<file path="src/sv/iplpm_pkg.sv">
`default_nettype none
// ----------------------------------------------------------------------------
// iplpm_pkg
// Shared sizes, status codes and route entry layout of the IPv4 router.
// ----------------------------------------------------------------------------
package iplpm_pkg;

    // Route table depth and derived index / count widths
    localparam int MAX_ROUTES = 16;
    localparam int IDX_W      = (MAX_ROUTES > 1) ? $clog2(MAX_ROUTES) : 1;
    localparam int CNT_W      = $clog2(MAX_ROUTES + 1);

    // Field widths
    localparam int ADDR_W = 32;
    localparam int LEN_W  = 6;
    localparam int IFC_W  = 3;
    localparam int TTL_W  = 8;
    localparam int STS_W  = 3;

    // Operation codes
    localparam logic OP_ADD   = 1'b0;
    localparam logic OP_ROUTE = 1'b1;

    // Result status codes
    localparam logic [STS_W-1:0] ST_ADDED       = 3'd0;
    localparam logic [STS_W-1:0] ST_FULL        = 3'd1;
    localparam logic [STS_W-1:0] ST_FORWARDED   = 3'd2;
    localparam logic [STS_W-1:0] ST_NO_ROUTE    = 3'd3;
    localparam logic [STS_W-1:0] ST_TTL_EXPIRED = 3'd4;

    localparam logic [LEN_W-1:0] FULL_LEN = 6'd32;

    // One route table entry
    typedef struct packed {
        logic [ADDR_W-1:0] prefix;
        logic [LEN_W-1:0]  len;
        logic              has_gw;
        logic [ADDR_W-1:0] gw;
        logic [IFC_W-1:0]  ifc;
    } route_t;

    // Network mask for a prefix length of 0 to 32
    function automatic logic [ADDR_W-1:0] prefix_mask(input logic [LEN_W-1:0] len);
        logic [LEN_W-1:0] sh;
        sh = FULL_LEN - len;
        return (len == '0) ? '0 : ({ADDR_W{1'b1}} << sh);
    endfunction

endpackage
`default_nettype wire

</file>
<file path="src/sv/ipv4_longest_prefix_router.sv">
`default_nettype none
// ----------------------------------------------------------------------------
// ipv4_longest_prefix_router
// IPv4 route table with longest-prefix lookup and TTL handling.
// ----------------------------------------------------------------------------
// Routes live in one synchronous RAM of MAX_ROUTES entries and are appended
// in arrival order; an add to a full table returns ST_FULL. A route word
// walks the table one entry per cycle through the RAM read port, keeping the
// longest match (the later entry wins a tie), then returns forwarded, no
// route or ttl expired. Every word, add or lookup, gives one result word.
// A lookup scans every stored entry through the single RAM read port. Input
// is accepted only between words; a finished result may still wait on m_ready
// while the next word is taken.
// ----------------------------------------------------------------------------
module ipv4_longest_prefix_router
    import iplpm_pkg::*;
(
    input  wire logic              aclk,
    input  wire logic              aresetn,

    input  wire logic              s_valid,
    output logic                   s_ready,
    input  wire logic              s_op,
    input  wire logic [ADDR_W-1:0] s_route_prefix,
    input  wire logic [LEN_W-1:0]  s_prefix_length,
    input  wire logic              s_has_next_hop,
    input  wire logic [ADDR_W-1:0] s_gateway_addr,
    input  wire logic [IFC_W-1:0]  s_interface_index,
    input  wire logic [ADDR_W-1:0] s_dest_addr,
    input  wire logic [TTL_W-1:0]  s_ttl_in,

    output logic                   m_valid,
    input  wire logic              m_ready,
    output logic [STS_W-1:0]       m_status,
    output logic [IFC_W-1:0]       m_out_interface,
    output logic [ADDR_W-1:0]      m_next_hop_out,
    output logic [TTL_W-1:0]       m_ttl_out
);

    typedef enum logic [1:0] {S_IDLE, S_SCAN, S_DONE} state_t;

    state_t            state_reg;
    logic [CNT_W-1:0]  cnt_reg;
    logic [IDX_W-1:0]  iss_reg;
    logic              iss_on_reg;
    logic              rd_vld_reg;
    logic              rd_last_reg;
    route_t            rd_data_reg;
    route_t            mem [MAX_ROUTES];

    logic [ADDR_W-1:0] dst_reg;
    logic [TTL_W-1:0]  ttl_reg;
    logic              found_reg;
    route_t            best_reg;

    logic [STS_W-1:0]  pend_sts_reg;
    logic [IFC_W-1:0]  pend_ifc_reg;
    logic [ADDR_W-1:0] pend_nh_reg;
    logic [TTL_W-1:0]  pend_ttl_reg;

    logic              m_valid_reg;
    logic [STS_W-1:0]  m_sts_reg;
    logic [IFC_W-1:0]  m_ifc_reg;
    logic [ADDR_W-1:0] m_nh_reg;
    logic [TTL_W-1:0]  m_ttl_reg;

    logic              accept;
    logic              full;
    logic              wr_en;
    route_t            wr_entry;
    logic [LEN_W-1:0]  sat_len;
    logic              iss_last;
    logic              hit;
    logic              found_next;
    route_t            best_next;
    logic              out_free;

    assign s_ready  = aresetn && (state_reg == S_IDLE);
    assign accept   = s_valid && s_ready;
    assign full     = (cnt_reg == CNT_W'(MAX_ROUTES));
    assign out_free = !m_valid_reg || m_ready;
    assign iss_last = (CNT_W'(iss_reg) == cnt_reg - CNT_W'(1));

    // Build the entry of an added route, length saturated to 32
    always_comb begin
        sat_len         = (s_prefix_length > FULL_LEN) ? FULL_LEN : s_prefix_length;
        wr_entry.prefix = s_route_prefix;
        wr_entry.len    = sat_len;
        wr_entry.has_gw = s_has_next_hop;
        wr_entry.gw     = s_gateway_addr;
        wr_entry.ifc    = s_interface_index;
        wr_en           = accept && (s_op == OP_ADD) && !full;
    end

    // Route table RAM: one write port, one registered read port
    always_ff @(posedge aclk) begin
        if (wr_en) begin
            mem[cnt_reg[IDX_W-1:0]] <= wr_entry;
        end
        rd_data_reg <= mem[iss_reg];
    end

    // Compare the entry read last cycle against the destination
    always_comb begin
        hit = rd_vld_reg
            && (((dst_reg ^ rd_data_reg.prefix) & prefix_mask(rd_data_reg.len)) == '0)
            && (!found_reg || (rd_data_reg.len >= best_reg.len));
        found_next = found_reg || hit;
        best_next  = hit ? rd_data_reg : best_reg;
    end

    // Sequencer, scan counter and result registers
    always_ff @(posedge aclk) begin
        if (!aresetn) begin
            state_reg   <= S_IDLE;
            cnt_reg     <= '0;
            iss_reg     <= '0;
            iss_on_reg  <= 1'b0;
            rd_vld_reg  <= 1'b0;
            rd_last_reg <= 1'b0;
            found_reg   <= 1'b0;
            m_valid_reg <= 1'b0;
        end else begin
            rd_vld_reg  <= iss_on_reg;
            rd_last_reg <= iss_on_reg && iss_last;
            // Drop the output word once taken, unless a new one replaces it
            if (m_valid_reg && m_ready && (state_reg != S_DONE)) begin
                m_valid_reg <= 1'b0;
            end

            unique case (state_reg)
                S_IDLE: begin
                    if (accept) begin
                        dst_reg      <= s_dest_addr;
                        ttl_reg      <= s_ttl_in;
                        found_reg    <= 1'b0;
                        pend_ifc_reg <= '0;
                        pend_nh_reg  <= '0;
                        pend_ttl_reg <= '0;
                        if (s_op == OP_ADD) begin
                            pend_sts_reg <= full ? ST_FULL : ST_ADDED;
                            if (!full) begin
                                cnt_reg <= cnt_reg + CNT_W'(1);
                            end
                            state_reg <= S_DONE;
                        end else if (cnt_reg == '0) begin
                            pend_sts_reg <= ST_NO_ROUTE;
                            state_reg    <= S_DONE;
                        end else begin
                            iss_reg    <= '0;
                            iss_on_reg <= 1'b1;
                            state_reg  <= S_SCAN;
                        end
                    end
                end
                S_SCAN: begin
                    // Advance the read address until the last valid entry
                    if (iss_on_reg) begin
                        if (iss_last) begin
                            iss_on_reg <= 1'b0;
                        end else begin
                            iss_reg <= iss_reg + IDX_W'(1);
                        end
                    end
                    if (rd_vld_reg) begin
                        found_reg <= found_next;
                        best_reg  <= best_next;
                    end
                    // Form the lookup result after the last compare
                    if (rd_last_reg) begin
                        if (!found_next) begin
                            pend_sts_reg <= ST_NO_ROUTE;
                        end else if (ttl_reg <= TTL_W'(1)) begin
                            pend_sts_reg <= ST_TTL_EXPIRED;
                        end else begin
                            pend_sts_reg <= ST_FORWARDED;
                            pend_ifc_reg <= best_next.ifc;
                            pend_nh_reg  <= best_next.has_gw ? best_next.gw : dst_reg;
                            pend_ttl_reg <= ttl_reg - TTL_W'(1);
                        end
                        state_reg <= S_DONE;
                    end
                end
                S_DONE: begin
                    // Hand the result to the output register once it is free
                    if (out_free) begin
                        m_valid_reg <= 1'b1;
                        m_sts_reg   <= pend_sts_reg;
                        m_ifc_reg   <= pend_ifc_reg;
                        m_nh_reg    <= pend_nh_reg;
                        m_ttl_reg   <= pend_ttl_reg;
                        state_reg   <= S_IDLE;
                    end
                end
                default: begin
                    state_reg <= S_IDLE;
                end
            endcase
        end
    end

    assign m_valid         = m_valid_reg;
    assign m_status        = m_sts_reg;
    assign m_out_interface = m_ifc_reg;
    assign m_next_hop_out  = m_nh_reg;
    assign m_ttl_out       = m_ttl_reg;

endmodule
`default_nettype wire
</file>
<file path="config.mk">
export PLATFORM = sky130hd
export DESIGN_NAME = ipv4_longest_prefix_router
export DESIGN_NICKNAME = d
export VERILOG_FILES = /design/src/sv/iplpm_pkg.sv /design/src/sv/ipv4_longest_prefix_router.sv
export SDC_FILE = /design/constraint.sdc
export NUM_CORES = 1
export LEC_CHECK = 0
export BUFFER_PORTS_ARGS = -buffer_cell sky130_fd_sc_hd__buf_2
export CAP_MARGIN = 20
export CORE_ASPECT_RATIO = 1.1
export CORE_MARGIN = 3
export CORE_UTILIZATION = 69
export CTS_BUF_LIST = sky130_fd_sc_hd__clkbuf_8
export DETAILED_ROUTE_END_ITERATION = 8
export PLACE_DENSITY = 0.86
export SYNTH_ARGS = -nofsm -noshare
export SYNTH_HDL_FRONTEND = slang
export SYNTH_SLANG_ARGS = --single-unit
</file>
<file path="constraint.sdc">
create_clock -name aclk -period 13.72 [get_ports aclk]
set_clock_uncertainty 0.05 [all_clocks]
set_input_delay 1.372 -clock aclk [delete_from_list [all_inputs] [get_ports aclk]]
set_output_delay 1.372 -clock aclk [all_outputs]
set_load 0.03 [all_outputs]
</file>
---- Word level (Yosys, flattened, before mapping) ----
Memory sizes are Yosys's and may differ from the RTL's. A register that Yosys moved wholly into a read port is not among the register bits.
Cells that the tools add are included.
storage, ports and cells
  ROM bits ................................ 0
  output and inout bits ................... 48
  flip-flop bits (word level) ............. 190
  logic and storage cells ................. 136
  latch bits .............................. 0
  memories ................................ 1
  input bits .............................. 119
  RAM bits ................................ 1184
operators by class
  eq/ne operators ......................... 16
  div/mod/pow operators ................... 0
  bitwise gates (word level) .............. 4
  multiply operators ...................... 0
  multiplexer cells ....................... 53
  $lt $le $gt $ge ......................... 3
  reductions and logical operators ........ 31
  add/subtract/negate cells ............... 5
  shift-type cells ........................ 1
memories
  memory  words  width  read ports  clocked after Yosys merged registers in  wr ports  RTL line                          text
  mem     16     74     1           1                                        1         ipv4_longest_prefix_router.sv:49  route_t mem [MAX_ROUTES];
operators by type and width
  kind                                                                    number
  32-bit two-way mux                                                      6
  32-bit one-hot mux with 2 select lines                                  1
  36-bit two-way mux                                                      1
  32-bit AND                                                              1
  32-bit zero test                                                        1
  8-bit two-way mux                                                       4
  32-bit by 6-bit left shift with 32-bit output (first input constant)    1
  32-bit XOR                                                              1
  3-bit two-way mux                                                       10
  2-bit != test (second input constant)                                   11
  4-bit two-way mux                                                       5
  8-bit one-hot mux with 2 select lines                                   1
  3-bit AND reduction                                                     5
  1-bit two-way mux                                                       13
  3-bit one-hot mux with 2 select lines                                   2
  4-bit AND reduction                                                     3
  6-bit AND reduction                                                     2
  2-bit two-way mux                                                       5
  1-bit logical AND                                                       9
  8-bit by 1-bit <= comparator with 1-bit output (second input constant)  1
  4-bit one-hot mux with 2 select lines                                   1
  8-bit by 1-bit subtractor with 8-bit output (second input constant)     1
  6-bit >= comparator                                                     1
  6-bit greater-than comparator (second input constant)                   1
  other kinds (20)                                                        26

---- Depth between registers and ports, before layout ----
Gate-level depths: netlist of the first run.
  depth after elaboration ................. 13
  gate-level depth with buffers ........... 15
  mapped depth without buffers ............ 10

---- Least setup slack after synthesis of the first run ----
No wires, ideal clock.
  path kind ............................... in2reg
  start ................................... input port aresetn
  end ..................................... memory mem[3][0] (netlist name) (enable)
  required time ........................... 13.073 ns
  library setup time ...................... 0.597 ns
  cell stages on the path ................. 7
  path buffers ............................ 1
  arrival ................................. 8.462 ns
  slack ................................... 4.611 ns
  cells stage by stage .................... nand2b_1 -> or3b_2 -> inv_1 -> and2_1 -> clkbuf_1 -> nand2_1 -> nor3_1
between the ends
  cells in the longest elaborated chain, start to end .. 6
RTL lines
  element                                  RTL line                          text
  from (decl)                              ipv4_longest_prefix_router.sv:19  input wire logic aresetn,
  1-bit logical AND                        ipv4_longest_prefix_router.sv:78  assign s_ready = aresetn && (state_reg == S_IDLE);
  1-bit logical AND                        ipv4_longest_prefix_router.sv:79  assign accept = s_valid && s_ready;
  1-bit logical AND (2 in series)          ipv4_longest_prefix_router.sv:92  wr_en = accept && (s_op == OP_ADD) && !full;
  1-bit two-way mux                        ipv4_longest_prefix_router.sv:97  if (wr_en) begin
  1-bit two-way mux (not written as such)  ipv4_longest_prefix_router.sv:98  mem[cnt_reg[IDX_W-1:0]] <= wr_entry;
  to (decl)                                ipv4_longest_prefix_router.sv:49
No other way between the ends.

---- Final worst setup path of the first run ----
  start ................................... register rd_data_reg[36] (netlist name)
  end ..................................... register pend_nh_reg[8] (data pin)
between the ends
  cells in the longest elaborated chain, start to end .. 13
  elaborated cells on any way between the ends .. 16
  those cells by class .................... add/sub (1); order compare (1); shift (1); mux (7); bitwise (1); reduce/logical (5)
RTL lines
  element                                        RTL line                           text
  6-bit subtractor                               iplpm_pkg.sv:45                    sh = FULL_LEN - len;
  32-bit by 6-bit left shift with 32-bit output  iplpm_pkg.sv:46                    return (len == '0) ? '0 : ({ADDR_W{1'b1}} << sh);
  32-bit two-way mux                             iplpm_pkg.sv:46
  32-bit AND                                     ipv4_longest_prefix_router.sv:106  && (((dst_reg ^ rd_data_reg.prefix) & prefix_mask(rd_data_reg.len)) == '0)
  32-bit zero test                               ipv4_longest_prefix_router.sv:106
  1-bit logical AND                              ipv4_longest_prefix_router.sv:106
  1-bit logical AND (*)                          ipv4_longest_prefix_router.sv:107  && (!found_reg || (rd_data_reg.len >= best_reg.len));
  36-bit two-way mux (*)                         ipv4_longest_prefix_router.sv:109  best_next = hit ? rd_data_reg : best_reg;
  32-bit two-way mux (*)                         ipv4_longest_prefix_router.sv:178  pend_nh_reg <= best_next.has_gw ? best_next.gw : dst_reg;
  32-bit two-way mux (*)                         ipv4_longest_prefix_router.sv:173  end else if (ttl_reg <= TTL_W'(1)) begin
  32-bit two-way mux (*)                         ipv4_longest_prefix_router.sv:171  if (!found_next) begin
  32-bit two-way mux (*)                         ipv4_longest_prefix_router.sv:170  if (rd_last_reg) begin
  32-bit one-hot mux with 2 select lines (*)     ipv4_longest_prefix_router.sv:131  unique case (state_reg)
  to (signal assigned)                           ipv4_longest_prefix_router.sv:178
  to (decl)                                      ipv4_longest_prefix_router.sv:58   logic [ADDR_W-1:0] pend_nh_reg;
Every way passes the cells marked *; elsewhere a longest branch is shown, timed or not. The select of a mux whose other input is x is not followed.
A chain may end at the register's enable or synchronous reset.

==> impl_metrics.tcl, run 1 <==
set metrics [dict create \
    cp.required_ps 14280 \
    reg2reg_depth 11 \
    ctsHoldBuffers 0 \
    grt_most_used_layer "met2" \
    pwr-share-seq_pct 57.7 \
    h-tree-depth 4 \
    vias_per_cell 6.980 \
    syn_inst 2365 \
    fp.dieW_um 273.8 \
    cts_root_buf "clkbuf_8" \
    comb_power_share_pct 1.9 \
    area_delta_synth_final_pct 11.80 \
    final.setup.worst_slack_ps 8972 \
    numCtsBuffers 205 \
    grtUsageMet2_pct 51.66 \
    grt_pass1_vias 27950 \
    finalCriticalPeriod_ps 4748 \
    slew_headroom_pct 22.80 \
    antenna_found_initial 21 \
    gp_congestion 0.9050 \
    p_int_mw 6.649 \
    finalSetupTns_ps 0 \
    ys_seq_area_share_pct 78.20 \
    nets 2801 \
    path_cells "inv_1 -> ha_1 -> xnor2_1 -> o21ai_0 -> o31ai_1 -> nand4_1 -> nor4_1 -> o221a_2 -> buf_4 -> mux2_4 -> o221a_1" \
    post_cts_resized 0 \
    hold_slack_ps 366.1 \
    path_class "reg2reg" \
    cts.sinks 1448 \
    yosysWarnings 0 \
    cts_tree "done" \
    hp-start "pend_nh_reg[11]" \
    wl_um 136500 \
    layout_common_cells "edfxtp_1 (1358), mux4_2 (370), clkbuf_8 (233), buf_2 (166), inv_1 (106)" \
    fin_cells 3892 \
    synth_edf_count 1358 \
    cp.arrival_ps 5300 \
    worstHoldPathCells 0 \
    maxSlewViolCount 0 \
    fp.coreArea_um2 77780 \
    start_util_pct 70.00 \
    yosys.cell_types.count 56 \
    clk_latency_ps 900 \
    setup_viol 0 \
    r2r_slack_ps 8970 \
    syn_nets 2502 \
    clk_pin_slew_worst_paths_ps 70 \
    cp_max_fo 71 \
    hold_class "reg2reg" \
    grt_setup_unrepaired "false" \
    pwr_density_cell_nw_per_um2 139.1 \
    pin_count 167 \
    critPathMaxStageDelay_ps 650 \
    largest_reg_flops 1184 \
    io_buffers 166 \
    drt_iter0_drc 3989 \
    placed_area_um2 56540 \
    status "completed" \
    async_reset_ff_share_pct 0 \
    grt_use_total_pct 33.79 \
    clk_path_buf_depth 3 \
    clkPwrFrac_pct 40.5 \
    p_leak_nw 19.36 \
    maxCapViolCount 0 \
    max_slew.worst_pin.slew_ps 1158 \
    syn-cell-area_um2 54450 \
    vias 27170 \
    worst_setup_path_start_kind "flip-flop" \
    ant_nets 0 \
    cts_setup_buffers 0 \
    drc 0 \
    grtUsageMet1_pct 45.09 \
    endpoint_kind "flip-flop" \
    dieArea_um2 82320 \
    grtUsageMet3_pct 10.58 \
    die_h_um 300.6 \
    grt_max_degree 156 \
    dp.cells 3486 \
    hold_viol_final 0 \
    wl_per_cell_um 35.07 \
    reg2reg_to "pend_nh_reg[8]" \
    final_common_cell "edfxtp_1" \
    dp_hpwl_um 75350 \
    syn_area_per_cell_um2 23.02 \
    row_count 107 \
    post-place-ws_ps 8222 \
    fin_crit_sh_pct 34.61 \
    drtPass1Iterations 5 \
    worstReg2RegStart "rd_data_reg[36]" \
    min_to "m_next_hop_out[11]" \
    gr-total-overflow 0 \
    ir_worst_vdd_mv 0.1031 \
    grt_pass1_wl_um 194000 \
    drive_gt1_share_pct 33.13 \
    yosys_register_bits 1448 \
    fmax_mhz 210.6 \
    netSwitchingFraction_pct 21.48 \
    final.fill_count 3389 \
    yosys_most_used_dff "edfxtp_1" \
    fin_area_um2 60870 \
    p_sw_mw 1.819 \
    path_delay_family "compound AO/OA/AOI/OAI gates" \
    slowest_stage "xnor2_1" \
    critPathBufInv 2 \
]
cell usage after synthesis (all sizes together) (4+ instances only):
library cell | n | area share [%]
and2 | 14 | 0.16
mux2 | 37 | 0.77
a31oi | 34 | 0.39
ha | 18 | 0.41
mux2i | 5 | 0.092
nor3 | 11 | 0.10
xor2 | 12 | 0.19
nor2b | 11 | 0.13
nor2 | 43 | 0.30
a21oi | 9 | 0.083
dfxtp | 90 | 3.3
o31ai | 4 | 0.055
a21boi | 5 | 0.069
nand3 | 5 | 0.046
clkbuf | 79 | 0.54
edfxtp | 1358 | 75
nand4 | 6 | 0.069
nand2 | 26 | 0.18
xnor2 | 38 | 0.61
nand2b | 11 | 0.13
mux4 | 370 | 15
o2111ai | 4 | 0.064
o21ai | 15 | 0.14
o221a | 33 | 0.68
buf | 41 | 0.38
inv | 47 | 0.32
and3 | 4 | 0.046
cells by family (layout without fill, tap and decap cells):
family,Yosys count,count (layout),synth area share [%]
muxes,412,412,16.17
other,0,14,0
buffers and inverters,167,645,1.252
DFF,1448,1448,78.20
xor gates and xnor gates,50,50,0.8043
adders and majority gates,18,18,0.4136
AOI/OAI and AO/OA,121,121,1.749
and+or+nand+nor,149,149,1.411
metal layers:
metal / share of wire (%) / routed length (um) / vias up
li1: - / - / 10600
met2: 49 / 66430 / 2257
met1: 33 / 45070 / 13900
met5: 0.036 / 49 / -
met3: 13 / 18400 / 403
met4: 4.8 / 6539 / 8
power by group through the flow:
stage               clock network [mW]  logic (mW)  registers, mW
floorplan                            0      0.0532           4.97
global placement                     0       0.138           4.97
detailed placement                   0       0.152           4.98
CTS                               3.43       0.153           4.88
global route                      3.63       0.170           4.88
finish                            3.43       0.159           4.88
how the worst max path moves through the flow:
stage          slack [ps]              to       startpoint  depth (start not counted)
2_1_floorplan        4610       mem[3][0]          aresetn                          7
3_3_place_gp         8450     mem[11][39]          aresetn                          8
3_5_place_dp         8220     mem[11][39]          aresetn                          8
4_1_cts              9020     mem[11][38]          aresetn                          8
5_1_grt              8680  pend_nh_reg[8]  rd_data_reg[36]                         11
6_report             8970  pend_nh_reg[8]  rd_data_reg[36]                         11
area by class of cell:
class                   count  area (um2)  area share [%]
multi-input cells         750       11310           18.57
clock inverters           153       949.7           1.560
diodes                     14       35.03         0.05755
flip-flops and latches   1448       42600           69.97
clock buffers             233        3207           5.268
inverters                  47       176.4          0.2898
well taps                1035        1295           2.127
repair buffers            212        1309           2.150
metrics by stage:
step                power [mW]  util [%]
floorplan                5.025         -
global placement         5.111     72.67
detailed placement       5.128     72.69
CTS                      8.469     78.03
global route             8.683     78.24
finish                   8.468     78.26
Note: power is estimated with default switching activity, not from simulation.
==> run 2: changes to the inputs <==
--- a/config.mk
+++ b/config.mk
@@ -9,10 +9,10 @@
 export CAP_MARGIN = 20
 export CORE_ASPECT_RATIO = 1.1
 export CORE_MARGIN = 3
-export CORE_UTILIZATION = 69
+export CORE_UTILIZATION = 64
 export CTS_BUF_LIST = sky130_fd_sc_hd__clkbuf_8
 export DETAILED_ROUTE_END_ITERATION = 8
-export PLACE_DENSITY = 0.86
+export PLACE_DENSITY = 0.81
 export SYNTH_ARGS = -nofsm -noshare
 export SYNTH_HDL_FRONTEND = slang
 export SYNTH_SLANG_ARGS = --single-unit
==> constraint.sdc (replaced) <==
create_clock -name aclk -period 4.4 [get_ports aclk]
set_clock_uncertainty 0.05 [all_clocks]
set_input_delay 0.44 -clock aclk [delete_from_list [all_inputs] [get_ports aclk]]
set_output_delay 0.44 -clock aclk [all_outputs]
set_load 0.03 [all_outputs]
==> impl_metrics.tcl, run 2 (synthesis results as in run 1) <==
set metrics [dict create \
    endpoint_kind "flip-flop" \
    worst_setup_path_start_kind "flip-flop" \
    post-place-ws_ps 591.2 \
    p_leak_nw 20.08 \
    clk_pin_slew_worst_paths_ps 70 \
    cp.required_ps 5000 \
    ant_nets 0 \
    clk_latency_ps 890 \
    fmax_mhz 259.0 \
    post_cts_resized 0 \
    grt_use_total_pct 29.97 \
    setup_viol 0 \
    fp.dieW_um 284.1 \
    vias 26830 \
    slew_headroom_pct 24.81 \
    drt_iter0_drc 3566 \
    numCtsBuffers 208 \
    max_slew.worst_pin.slew_ps 1128 \
    dp_hpwl_um 71460 \
    finalSetupTns_ps 0 \
    row_count 111 \
    grt_pass1_wl_um 189900 \
    status "completed" \
    grt_setup_unrepaired "false" \
    drive_gt1_share_pct 32.21 \
    dieArea_um2 88620 \
    drtPass1Iterations 5 \
    gr-total-overflow 0 \
    area_delta_synth_final_pct 15.27 \
    antenna_found_initial 10 \
    start_util_pct 64.91 \
    cts_setup_buffers 0 \
    hold_slack_ps 97.11 \
    hold_viol_final 0 \
    p_total_mw 26.43 \
    maxSlewViolCount 0 \
    cts.sinks 1448 \
    fin_util_pct 74.82 \
    die_h_um 311.9 \
    path_class "reg2reg" \
    drc 0 \
    placed_area_um2 57320 \
    fin_area_um2 62770 \
    h-tree-depth 4 \
    ir_worst_vdd_mv 0.2605 \
    cp.arrival_ps 4460 \
    fp.coreArea_um2 83890 \
    finalCriticalPeriod_ps 3860 \
    layout_common_cells "edfxtp_1 (1358), mux4_2 (370), clkbuf_8 (240), buf_2 (166), dlygate4sd3_1 (116)" \
    cts_tree "done" \
    cp_max_fo 27 \
    pin_count 167 \
    largest_reg_flops 1184 \
    grt_max_degree 75 \
    hold_class "in2reg" \
    fin_cells 4123 \
    dp.cells 3609 \
    vias_per_cell 6.508 \
    wl_um 129500 \
    wl_per_cell_um 31.41 \
    grt_pass1_vias 27900 \
    ctsHoldBuffers 116 \
    fin_crit_sh_pct 87.73 \
    final_common_cell "edfxtp_1" \
    gp_congestion 0.9044 \
    io_buffers 166 \
    final.setup.worst_slack_ps 539.7 \
    cts_root_buf "clkbuf_8" \
    pwr_density_cell_nw_per_um2 421.0 \
    clk_path_buf_depth 3 \
    maxCapViolCount 0 \
    nets 2943 \
]
==> run 2: cell types whose count changed in the layout (fill, tap and decap cells not counted), moves of 5 or more <==
| cell | previous run | this run |
|---|---|---|
| dlygate4sd3_1 | 0 | 116 |
| buf_12 | 2 | 35 |
| clkinv_2 | 33 | 19 |
| diode_2 | 14 | 6 |
| inv_1 | 106 | 114 |
| clkbuf_8 | 233 | 240 |
| buf_16 | 5 | 0 |
| buf_4 | 38 | 33 |
| clkinvlp_4 | 9 | 4 |
| inv_12 | 0 | 5 |
==> run 2: path summary, 6_finish.rpt <==
kind / start / cells past startpoint / slack, ps / endpoint
worst max-delay path: rd_data_reg[37] / 12 / 540 / pend_ifc_reg[0]
worst min-delay path: s_prefix_length[1] / 3 / 100 / mem[14][37]
worst max register to register: rd_data_reg[37] / 12 / 540 / pend_ifc_reg[0]
worst min register to register: pend_nh_reg[25] / 0 / 370 / m_next_hop_out[25]
==> run 2: final cells by class <==
class | count | area, um2
Sequential cell | 1448 | 42600
Clock inverter | 151 | 957.2
Fill cell | 4193 | 21120
Tap cell | 1130 | 1414
Clock buffer | 240 | 3303
Inverter | 47 | 180.2
Multi-Input combinational cell | 750 | 11350
Timing Repair Buffer | 351 | 2952
Antenna cell | 6 | 15.01
==> run 2: layer usage <==
layer / track usage [%] / vias to the layer above / wire length, um
li1: - / 10900 / -
met1: 42.30 / 13940 / 47600
met2: 47.17 / 1736 / 63930
met3: 7.242 / 254 / 14050
met4: 10.43 / 4 / 3884
met5: 0 / - / 26
==> run 2: worst max-delay path, stage by stage, from the launching register on <==
cell      delay [ps]
dfxtp_1          560
inv_1            190
ha_1             380
xnor2_1          310
buf_4            210
a2111o_1         100
o31a_1           130
nand4_1          120
nor4_1           370
o221a_2          330
buf_4            330
mux2_2           390
and2_1           170
==> run 2: power breakdown <==
part           switching, mW  internal, mW  total, mW
logic                  0.365         0.209      0.574
registers             0.0786          15.1       15.2
clock network           5.16          5.47       10.6
